### config.mk
export PLATFORM = sky130hd
export DESIGN_NAME = uart_receive_ring_buffer
export DESIGN_NICKNAME = d
export VERILOG_FILES = /design/src/urrb_pkg.sv /design/src/urrb_store.sv /design/src/uart_receive_ring_buffer.sv
export SDC_FILE = /design/constraint.sdc
export NUM_CORES = 1
export LEC_CHECK = 0
export BUFFER_PORTS_ARGS = -buffer_cell sky130_fd_sc_hd__buf_2
export CELL_PAD_IN_SITES_DETAIL_PLACEMENT = 1
export CELL_PAD_IN_SITES_GLOBAL_PLACEMENT = 2
export CORE_ASPECT_RATIO = 0.6
export CORE_MARGIN = 2
export CORE_UTILIZATION = 48
export CTS_CLUSTER_DIAMETER = 120
export DETAILED_ROUTE_END_ITERATION = 16
export HOLD_SLACK_MARGIN = 0.06
export PLACE_DENSITY = 0.87
export SLEW_MARGIN = 20
export SYNTH_ARGS = -nofsm -noshare
export SYNTH_HDL_FRONTEND = slang
export SYNTH_HIERARCHICAL = 1
export SYNTH_SLANG_ARGS = --single-unit
### constraint.sdc
create_clock -name aclk -period 4.9 [get_ports aclk]
set_input_delay 0.49 -clock aclk [delete_from_list [all_inputs] [get_ports aclk]]
set_output_delay 0.49 -clock aclk [all_outputs]
set_load 0.005 [all_outputs]
### src/urrb_pkg.sv
`timescale 1ns / 1ps

package urrb_pkg;

    localparam int DEFAULT_DEPTH = 64;

    localparam int BYTE_W = 8;
    localparam int FILL_W = 6;
    localparam int FUNC_W = 2;
    // wide enough for any index plus any 8-bit offset
    localparam int SUM_W  = 9;

    localparam logic [FUNC_W-1:0] FUNC_PUSH  = 2'd0;
    localparam logic [FUNC_W-1:0] FUNC_POP   = 2'd1;
    localparam logic [FUNC_W-1:0] FUNC_PEEK  = 2'd2;
    localparam logic [FUNC_W-1:0] FUNC_FLUSH = 2'd3;

    localparam logic [BYTE_W-1:0] SEQ_FIRST  = 8'h40;
    localparam logic [BYTE_W-1:0] SEQ_SECOND = 8'h52;
    localparam logic [BYTE_W-1:0] CNT_MAX    = 8'hff;

    typedef struct packed {
        logic              is_read;
        logic [FILL_W-1:0] fill;
        logic [BYTE_W-1:0] overrun;
        logic              reset_req;
    } result_t;

endpackage

### src/urrb_store.sv
`timescale 1ns / 1ps

module urrb_store
    import urrb_pkg::*;
#(
    parameter int DEPTH  = DEFAULT_DEPTH,
    parameter int ADDR_W = $clog2(DEPTH)
) (
    input  logic              aclk,
    input  logic              wr_en,
    input  logic [ADDR_W-1:0] wr_addr,
    input  logic [BYTE_W-1:0] wr_data,
    input  logic              rd_en,
    input  logic [ADDR_W-1:0] rd_addr,
    output logic [BYTE_W-1:0] rd_data
);

    logic [BYTE_W-1:0] mem [DEPTH];
    logic [BYTE_W-1:0] rd_data_reg;

    always_ff @(posedge aclk) begin
        if (wr_en) begin
            mem[wr_addr] <= wr_data;
        end
    end

    // read data holds until the next read
    always_ff @(posedge aclk) begin
        if (rd_en) begin
            rd_data_reg <= mem[rd_addr];
        end
    end

    assign rd_data = rd_data_reg;

endmodule

### src/uart_receive_ring_buffer.sv
`timescale 1ns / 1ps

// Receive FIFO for a serial link, holding up to DEPTH-1 bytes in a
// single-port-write, single-port-read byte memory. Each input transfer carries
// a command in s_tuser (push, pop, peek, flush) and returns exactly one result
// transfer with the read byte, the fill count and a saturating overrun count.
// A push while full drops the byte and bumps the overrun count; an 'R' received
// right after an '@' is not stored and raises reset_request instead. The block
// takes one item per clock unless a staged result is blocked, which drops
// s_tready. All pointer and counter updates happen in the accept cycle, the
// memory read of a pop or peek is registered at the accept edge along with the
// staged result, which moves to the output register when that register is free.
// One staged result plus the output register let a new item be taken while an
// earlier result still waits for m_tready.
module uart_receive_ring_buffer
    import urrb_pkg::*;
#(
    parameter int DEPTH = DEFAULT_DEPTH
) (
    input  logic        aclk,
    input  logic        aresetn,
    input  logic        s_tvalid,
    output logic        s_tready,
    input  logic [15:0] s_tdata,   // rx_byte[7:0], peek_offset[15:8]
    input  logic [1:0]  s_tuser,   // func[1:0]
    output logic        m_tvalid,
    input  logic        m_tready,
    output logic [23:0] m_tdata,   // data_byte[7:0], fill_count[13:8],
                                   // overrun_total[21:14], reset_request[22]
    output logic [0:0]  m_tuser    // data_valid[0]
);

    localparam int IDX_W = $clog2(DEPTH);

    logic [IDX_W-1:0]  wr_idx_reg, wr_idx_next;
    logic [IDX_W-1:0]  rd_idx_reg, rd_idx_next;
    logic [IDX_W-1:0]  count_reg, count_next;
    logic [BYTE_W-1:0] drop_reg, drop_next;
    logic [BYTE_W-1:0] prev_reg, prev_next;

    logic              pend_valid_reg, pend_valid_next;
    result_t           pend_reg, pend_next;

    logic              m_valid_reg, m_valid_next;
    logic              m_dv_reg, m_dv_next;
    logic [BYTE_W-1:0] m_byte_reg, m_byte_next;
    result_t           m_res_reg, m_res_next;

    logic              accept;
    logic              pend_move;
    logic [FUNC_W-1:0] func;
    logic [BYTE_W-1:0] rx_byte;
    logic [BYTE_W-1:0] peek_offset;
    logic              full;
    logic              empty;
    logic              peek_ok;
    logic [SUM_W-1:0]  peek_sum;
    logic [SUM_W-1:0]  peek_wrap;
    logic [SUM_W-1:0]  fill_wide;
    logic [SUM_W-1:0]  idx_sum;
    logic [SUM_W-1:0]  idx_wrap;

    logic              mem_wr_en;
    logic              mem_rd_en;
    logic [IDX_W-1:0]  mem_rd_addr;
    logic [BYTE_W-1:0] mem_rd_data;

    assign func        = s_tuser;
    assign rx_byte     = s_tdata[7:0];
    assign peek_offset = s_tdata[15:8];

    assign pend_move = pend_valid_reg && (!m_valid_reg || m_tready);
    assign s_tready  = !pend_valid_reg || pend_move;
    assign accept    = s_tvalid && s_tready;

    assign full    = (count_reg == IDX_W'(DEPTH - 1));
    assign empty   = (count_reg == '0);
    assign peek_ok = (SUM_W'(peek_offset) < SUM_W'(count_reg));

    // offset stays below the fill count, so one subtract wraps it
    assign peek_sum  = SUM_W'(rd_idx_reg) + SUM_W'(peek_offset);
    assign peek_wrap = (peek_sum >= SUM_W'(DEPTH)) ? peek_sum - SUM_W'(DEPTH) : peek_sum;

    assign fill_wide = SUM_W'(count_next);

    always_comb begin
        wr_idx_next = wr_idx_reg;
        rd_idx_next = rd_idx_reg;
        count_next  = count_reg;
        drop_next   = drop_reg;
        prev_next   = prev_reg;
        mem_wr_en   = 1'b0;
        mem_rd_en   = 1'b0;
        mem_rd_addr = rd_idx_reg;
        pend_next   = pend_reg;

        if (accept) begin
            pend_next.is_read   = 1'b0;
            pend_next.reset_req = 1'b0;
            unique case (func)
                FUNC_PUSH: begin
                    if (rx_byte == SEQ_SECOND && prev_reg == SEQ_FIRST) begin
                        pend_next.reset_req = 1'b1;
                    end else begin
                        prev_next = rx_byte;
                        if (full) begin
                            if (drop_reg != CNT_MAX) begin
                                drop_next = drop_reg + 8'd1;
                            end
                        end else begin
                            mem_wr_en   = 1'b1;
                            wr_idx_next = (wr_idx_reg == IDX_W'(DEPTH - 1)) ? '0
                                        : wr_idx_reg + IDX_W'(1);
                            count_next  = count_reg + IDX_W'(1);
                        end
                    end
                end
                FUNC_POP: begin
                    if (!empty) begin
                        mem_rd_en         = 1'b1;
                        pend_next.is_read = 1'b1;
                        rd_idx_next = (rd_idx_reg == IDX_W'(DEPTH - 1)) ? '0
                                    : rd_idx_reg + IDX_W'(1);
                        count_next  = count_reg - IDX_W'(1);
                    end
                end
                FUNC_PEEK: begin
                    if (peek_ok) begin
                        mem_rd_en         = 1'b1;
                        mem_rd_addr       = peek_wrap[IDX_W-1:0];
                        pend_next.is_read = 1'b1;
                    end
                end
                FUNC_FLUSH: begin
                    wr_idx_next = '0;
                    rd_idx_next = '0;
                    count_next  = '0;
                    drop_next   = '0;
                end
                default: begin
                end
            endcase
            pend_next.fill    = fill_wide[FILL_W-1:0];
            pend_next.overrun = drop_next;
        end
    end

    always_comb begin
        pend_valid_next = pend_valid_reg;
        if (accept) begin
            pend_valid_next = 1'b1;
        end else if (pend_move) begin
            pend_valid_next = 1'b0;
        end

        m_valid_next = m_valid_reg;
        m_dv_next    = m_dv_reg;
        m_byte_next  = m_byte_reg;
        m_res_next   = m_res_reg;
        if (pend_move) begin
            m_valid_next = 1'b1;
            m_dv_next    = pend_reg.is_read;
            m_byte_next  = pend_reg.is_read ? mem_rd_data : '0;
            m_res_next   = pend_reg;
        end else if (m_tready) begin
            m_valid_next = 1'b0;
        end
    end

    always_ff @(posedge aclk) begin
        if (!aresetn) begin
            wr_idx_reg     <= '0;
            rd_idx_reg     <= '0;
            count_reg      <= '0;
            drop_reg       <= '0;
            prev_reg       <= '0;
            pend_valid_reg <= 1'b0;
            m_valid_reg    <= 1'b0;
        end else begin
            wr_idx_reg     <= wr_idx_next;
            rd_idx_reg     <= rd_idx_next;
            count_reg      <= count_next;
            drop_reg       <= drop_next;
            prev_reg       <= prev_next;
            pend_valid_reg <= pend_valid_next;
            m_valid_reg    <= m_valid_next;
        end
    end

    always_ff @(posedge aclk) begin
        pend_reg   <= pend_next;
        m_dv_reg   <= m_dv_next;
        m_byte_reg <= m_byte_next;
        m_res_reg  <= m_res_next;
    end

    urrb_store #(
        .DEPTH  (DEPTH),
        .ADDR_W (IDX_W)
    ) u_store (
        .aclk    (aclk),
        .wr_en   (mem_wr_en),
        .wr_addr (wr_idx_reg),
        .wr_data (rx_byte),
        .rd_en   (mem_rd_en),
        .rd_addr (mem_rd_addr),
        .rd_data (mem_rd_data)
    );

    assign m_tvalid   = m_valid_reg;
    assign m_tuser[0] = m_dv_reg;
    assign m_tdata    = {1'b0, m_res_reg.reset_req, m_res_reg.overrun,
                         m_res_reg.fill, m_byte_reg};

    // pointer bookkeeping: write index leads read index by the fill count
    assign idx_sum  = SUM_W'(rd_idx_reg) + SUM_W'(count_reg);
    assign idx_wrap = (idx_sum >= SUM_W'(DEPTH)) ? idx_sum - SUM_W'(DEPTH) : idx_sum;

    a_idx_consistent: assert property (@(posedge aclk) disable iff (!aresetn)
        idx_wrap[IDX_W-1:0] == wr_idx_reg)
        else $error("write index out of step with read index and count");

    a_count_bound: assert property (@(posedge aclk) disable iff (!aresetn)
        SUM_W'(count_reg) <= SUM_W'(DEPTH - 1))
        else $error("fill count above capacity");

    a_no_read_on_request: assert property (@(posedge aclk) disable iff (!aresetn)
        m_tvalid |-> !(m_tuser[0] && m_tdata[22]))
        else $error("reset request together with a read byte");

    a_zero_when_invalid: assert property (@(posedge aclk) disable iff (!aresetn)
        (m_tvalid && !m_tuser[0]) |-> (m_tdata[7:0] == '0))
        else $error("data byte nonzero without data valid");

    a_pend_waits: assert property (@(posedge aclk) disable iff (!aresetn)
        (pend_valid_reg && m_valid_reg && !m_tready) |-> !s_tready)
        else $error("input taken while staged result is blocked");

endmodule
==> results of run 1 <==
[worst max path at each step]
stage / to / slack, ns / cells after the start
floorplan: u_store/rd_data[3] / 1.06 / 14
global placement: u_store/rd_data[1] / 0.39 / 14
detailed placement: u_store/rd_data[1] / 0.33 / 14
CTS: u_store/rd_data[1] / 0.49 / 13
global route: u_store/rd_data[0] / 0.19 / 13
finish: u_store/rd_data[7] / 0.34 / 13
[tightest hold or removal path: cells and delay by family]
| kind | cells | cell delay [ns] |
|---|---|---|
| buf+inv | 2 | 0.19 |
| simple gates | 1 | 0.07 |
| compound gates | 1 | 0.07 |
[kinds of logic (layout without fill, tap and decap cells)]
| kind of cell | Yosys count | count (layout) | synth area share |
|---|---|---|---|
| xor+xnor | 9 | 9 | 0.00324 |
| other cells | 1 | 2 | 0.000154 |
| flops | 596 | 596 | 0.721 |
| simple gates | 311 | 311 | 0.0644 |
| buf+inv | 90 | 279 | 0.0197 |
| mux | 177 | 177 | 0.139 |
| compound gates | 143 | 143 | 0.0420 |
| fa+ha+maj | 21 | 21 | 0.0111 |
[cell type report]
cell class / count / area share
diodes: 1 / 0.0000903
flip-flops and latches: 596 / 0.633
repair buffers: 164 / 0.0434
inverters: 21 / 0.00285
clock buffers: 66 / 0.0511
clock inverters: 28 / 0.00957
multi-input cells: 662 / 0.229
well taps: 682 / 0.0308
[stage by stage]
| step | total power, mW | area, um^2 | instances | utilization |
|---|---|---|---|---|
| 2_1_floorplan | 6.02 | 24300 | 1348 | - |
| 3_3_place_gp | 6.23 | 26000 | 2125 | 0.523 |
| 3_5_place_dp | 6.25 | 26000 | 2125 | 0.523 |
| 4_1_cts | 10.3 | 27700 | 2219 | 0.557 |
| 5_1_grt | 10.5 | 27700 | 2219 | 0.557 |
| 6_report | 10.3 | 27700 | 2220 | 0.557 |
[synth_stat cells, drive strengths merged (4+ instances only)]
master | n | share of area
nand2b | 13 | 0.0033
nand4 | 6 | 0.0015
inv | 20 | 0.0031
buf | 38 | 0.012
nand3 | 33 | 0.0070
nor2b | 19 | 0.0049
o2bb2ai | 5 | 0.0018
clkbuf | 31 | 0.0048
or3 | 7 | 0.0018
ha | 20 | 0.010
nor4b | 7 | 0.0025
o22ai | 11 | 0.0028
mux2i | 34 | 0.014
nor2 | 109 | 0.017
nor3 | 15 | 0.0031
nor3b | 4 | 0.0012
and3 | 7 | 0.0020
a22oi | 5 | 0.0015
nor4 | 8 | 0.0021
a21oi | 25 | 0.0051
o221ai | 10 | 0.0036
mux4 | 126 | 0.12
xnor2 | 7 | 0.0025
a221oi | 7 | 0.0025
nand2 | 51 | 0.0082
o221a | 4 | 0.0019
edfxtp | 560 | 0.69
o21ai | 23 | 0.0047
and4 | 4 | 0.0016
a21o | 4 | 0.0012
a31oi | 13 | 0.0033
or4 | 4 | 0.0012
and2 | 14 | 0.0036
dfxtp | 36 | 0.030
a211oi | 6 | 0.0019
mux2 | 17 | 0.0079
[power by group]
group          total (mW)  internal (mW)  switching [mW]
combinational       0.548          0.213           0.335
clock                4.12           2.26            1.86
sequential           5.60           5.59          0.0137
[metal layers]
metal / vias to the layer above / share of wire / global-route usage
li1: 5755 / - / -
met1: 7461 / 0.43 / 0.394
met2: 755 / 0.43 / 0.376
met3: 91 / 0.12 / 0.0761
met4: 0 / 0.015 / 0.0500
met5: - / 0 / 0
==> results by group, run 1 <==
Worst setup path
  – R2r startpoint: count_reg[4]
  – Setup slack, reg-to-reg: 0.34 ns
  – Worst Setup Start Kind: flop
  – WP data required: 5.23 ns
  – FF-to-FF path depth: 13
  – CP max stage delay: 0.61 ns
  – Top Family by Delay on Critical Path: multiplexers
  – Critical Path, Cell by Cell: inv_1, ha_1, a21oi_1, o21ai_0, a41o_1, nor2_1, mux2_8, buf_12, mux4_2, mux2i_1, a21oi_1, o21ai_0, nand2_1
  – Max FO, Critical Path: 30
  – Worst path slowest cell: mux2i_1
  – Critical path class: flop to flop
  – Critical Path AT: 4.90 ns
  – Reg-to-reg endpoint: u_store/rd_data[7]
  – Critical Path End Type: flop
  – Bufs and invs on worst path: 2
  – Critical Path Source: count_reg[4]

Logic synthesis
  – Number of enable flip-flop cells after synthesis: 560
  – Async set-reset flop share out of synthesis: 0
  – Main synth FF type: edfxtp_1
  – Yosys cell types: 76
  – Mapped Nets: 1391
  – Mapped Cells: 1348
  – Yosys warning count: 6
  – Yosys reg bits: 596
  – Netlist Area Pre-Place: 0.0243 mm^2
  – Mean post-synth cell area: 18.0 um^2
  – Sequential share of the synthesized area: 0.721

Global routing
  – Vias in the first global route: 14381
  – Grt ovf: 0
  – Initial antenna violation count: 4
  – Largest net degree at the start of global routing: 66
  – First-pass GRT wire length: 97900 um
  – Total GRT Usage: 0.260

Drt
  – Initial detailed-routing violation count: 1825
  – Detailed-route wire length per cell: 30.2 um
  – DR vias/cell: 6.33
  – Post-route ant nets: 0
  – TritonRoute pass-1 iters: 6
  – Via count: 14062
  – DR DRC count: 0
  – Routed Wire Length: 67100 um

Clock tree
  – Worst-path clk slew: 0.07 ns
  – H-tree Lvls: 2
  – # Post-CTS Setup Buffers: 0
  – Post-cts hold buffer count: 0
  – TritonCTS clock tree: yes
  – Worst-Skew Late Latency: 0.59 ns
  – Cts repair resizes: 0
  – Clock Tree Root: clkbuf_16
  – Clk sink count: 596
  – TritonCTS Buffers: 53
  – Maximum clock path buffer count: 3

STA
  – Highest Clock Rate: 219 MHz
  – Crit path time final: 4.56 ns
  – Setup TNS: 0 ns
  – Hold Fails Final Rpt: 0
  – Fin worst setup slack: 0.337 ns
  – Max-slew violation count: 0
  – RSZ-0062 raised after global routing: no
  – Worst slew margin: 0.238
  – Final Skew: 0.0223 ns
  – Slew @ Worst Pin: 1.14 ns
  – Hold WS: 0.277 ns
  – Period utilisation layout: 0.931
  – # setup viols final: 0

Layout
  – Layout Nets: 1541
  – Most common cell after layout, fill and taps aside: edfxtp_1
  – Synth-to-Final Area Change: 13.9%
  – Filler Cells Inserted: 4488
  – Largest register FFs: 512
  – Ratio of cells with drive above 1 in the final layout: 0.260
  – Area of the multi-input gates: 0.00635 mm^2
  – Commonest cells after routing, fill and taps aside: edfxtp_1, mux4_2, buf_4
  – Sequential cell area: 0.0175 mm^2

Place
  – IO buf count: 47
  – HPWL after detailed placement: 45100 um
  – GPL Wtd Cong: 0.863
  – Setup WS pre-CTS: 0.332 ns

Job
  – Max-Cap Viols: 0

Hold path
  – Worst min path class: input pin to flop
  – WHS Endpoint: m_tvalid
  – Hold depth: 4
  – Hold path start: m_tready

Floorplan
  – Die area: 0.0526 mm^2
  – Die Span X: 295 um
  – Chip Height: 178 um
  – Initial Util: 0.489
  – # IOs: 49
  – Row count: 63
  – Placeable Area: 0.0497 mm^2

Pwr
  – Pwr dens: 371 mW/mm^2
  – Max IR drop VDD: 0.305 mV
  – Leak pwr: 8.82 nW

Outcome
  – Run status: finished clean
(Power assumes the default switching activity.)
==> run 2: changes to the inputs <==
--- a/config.mk
+++ b/config.mk
@@ -6,4 +6,5 @@
 export NUM_CORES = 1
 export LEC_CHECK = 0
+export ABC_CLOCK_PERIOD_IN_PS = 4900
 export BUFFER_PORTS_ARGS = -buffer_cell sky130_fd_sc_hd__buf_2
 export CELL_PAD_IN_SITES_DETAIL_PLACEMENT = 1
@@ -11,9 +12,9 @@
 export CORE_ASPECT_RATIO = 0.6
 export CORE_MARGIN = 2
-export CORE_UTILIZATION = 48
+export CORE_UTILIZATION = 45
 export CTS_CLUSTER_DIAMETER = 120
 export DETAILED_ROUTE_END_ITERATION = 16
 export HOLD_SLACK_MARGIN = 0.06
-export PLACE_DENSITY = 0.87
+export PLACE_DENSITY = 0.82
 export SLEW_MARGIN = 20
 export SYNTH_ARGS = -nofsm -noshare
==> constraint.sdc (replaced) <==
create_clock -name aclk -period 4.9 [get_ports aclk]
set_input_delay 0.98 -clock aclk [delete_from_list [all_inputs] [get_ports aclk]]
set_output_delay 0.98 -clock aclk [all_outputs]
set_load 0.005 [all_outputs]
==> run 2 against run 1 <==
Effect of this change:
- clock power increased by 3%
- sequential cell count is the same
- combinational power is 3% lower
- worst hold slack better by 0.15 ns
- cell count is 0.90% higher
- critical path type is now input pin to flop
==> results by group, run 2 (synthesized netlist as in run 1, its figures left out) <==
STA
  – Crit path time final: 4.36 ns
  – RSZ-0062 raised after global routing: no
  – Final Skew: 0.0293 ns
  – Slew @ Worst Pin: 0.990 ns
  – Worst slew margin: 0.338
  – # setup viols final: 0
  – Highest Clock Rate: 230 MHz
  – Period utilisation layout: 0.889
  – Fin worst setup slack: 0.545 ns
  – Max-slew violation count: 0
  – Hold Fails Final Rpt: 0

Global routing
  – Initial antenna violation count: 0
  – First-pass GRT wire length: 96200 um
  – Met3 Usage GRT: 0.0793
  – Gr busiest metal: met1
  – Vias in the first global route: 14023
  – Grt ovf: 0
  – Total GRT Usage: 0.237
  – Largest net degree at the start of global routing: 66
  – M2 GR Usage: 0.334
  – GRT met1 Usage: 0.355

Worst setup path
  – Critical Path Source: s_tuser[0]
  – Bufs and invs on worst path: 6
  – Critical path depth: 16
  – Critical path class: input pin to flop
  – Critical Path AT: 4.68 ns
  – Worst path slowest cell: nor3_1
  – R2r startpoint: count_reg[1]
  – Worst Setup Start Kind: input pin
  – Top Family by Delay on Critical Path: buffers and inverters
  – Max FO, Critical Path: 34
  – Critical Path End Type: flop
  – FF-to-FF path depth: 13
  – WP data required: 5.23 ns
  – Critical Path, Cell by Cell: buf_2, inv_1, ha_1, nor4b_1, o21ai_0, a41o_1, nor2_1, buf_4, mux2i_4, buf_12, buf_12, nand2b_1, buf_4, o221a_2, nor3_1, o32ai_1
  – CP max stage delay: 0.53 ns

Pwr
  – Pwr dens: 373 mW/mm^2
  – Max IR drop VDD: 0.327 mV
  – Leak pwr: 8.83 nW
  – Pwr Total: 10.4 mW

Clock tree
  – # Post-CTS Setup Buffers: 0
  – Cts repair resizes: 0
  – Clk sink count: 596
  – Post-cts hold buffer count: 0
  – H-tree Lvls: 2
  – Maximum clock path buffer count: 3
  – Worst-Skew Late Latency: 0.61 ns
  – Clock Tree Root: clkbuf_16
  – Worst-path clk slew: 0.07 ns
  – TritonCTS Buffers: 54
  – TritonCTS clock tree: yes

Hold path
  – Worst min path class: flop to flop
  – Hold depth: 0
  – Hold path start: pend_reg[0]

Layout
  – Layout Nets: 1534
  – # diodes: 0
  – Largest register FFs: 512
  – Most common cell after layout, fill and taps aside: edfxtp_1
  – Synth-to-Final Area Change: 14.2%
  – Ratio of cells with drive above 1 in the final layout: 0.256
  – Commonest cells after routing, fill and taps aside: edfxtp_1, mux4_2, nor2_1

Floorplan
  – Row count: 65
  – Placeable Area: 0.0529 mm^2
  – Die area: 0.0560 mm^2
  – Chip Height: 184 um
  – # IOs: 49
  – Initial Util: 0.460
  – Die Span X: 304 um

Place
  – GPL Wtd Cong: 0.851
  – IO buf count: 47
  – Setup WS pre-CTS: -0.0538 ns
  – HPWL after detailed placement: 44100 um

Drt
  – Post-route ant nets: 0
  – DR DRC count: 0
  – Via count: 13754
  – DR vias/cell: 6.14
  – Initial detailed-routing violation count: 1475
  – Routed Wire Length: 65400 um
  – TritonRoute pass-1 iters: 5
  – Detailed-route wire length per cell: 29.2 um

Outcome
  – Run status: finished clean

Job
  – Max-Cap Viols: 0
## run 2: metrics by stage
stage,area (um^2),utilization,cells,hold slack [ns],TNS [ns]
after floorplan,24300,-,1348,0.400,0
after global placement,26000,0.491,2138,0.406,0
after detailed placement,26000,0.491,2138,0.405,-0.0538
after CTS,27800,0.525,2240,0.421,0
after global routing,27800,0.525,2240,0.428,0
final,27800,0.525,2240,0.423,0
## run 2: final timing paths
check                       endpoint  slack, ns
setup / recovery  u_store/rd_data[4]       0.54
setup reg to reg  u_store/rd_data[4]       0.68
hold / removal           m_tdata[22]       0.42
hold reg to reg          m_tdata[22]       0.42
## run 2: final cells by class
cell class                 instances  area [um^2]
inverter                          21         78.8
multi-input combinational        662         6350
sequential                       596        17500
clock buffer                      63         1390
tap                              703          880
clock inverter                    39          367
timing repair buffer             156         1180
fill                            4827        25200
## run 2: layer usage
layer / vias up / part of all wire
met4: 2 / 0.017
met3: 78 / 0.11
met2: 623 / 0.42
met1: 7300 / 0.45
li1: 5751 / -
met5: - / 0.0013
## run 2: report_power, final
| part | internal (mW) | switching (mW) | total [mW] |
|---|---|---|---|
| clock network | 2.35 | 1.89 | 4.24 |
| registers | 5.59 | 0.0162 | 5.60 |
| logic | 0.209 | 0.320 | 0.529 |
| total | 8.15 | 2.22 | 10.4 |
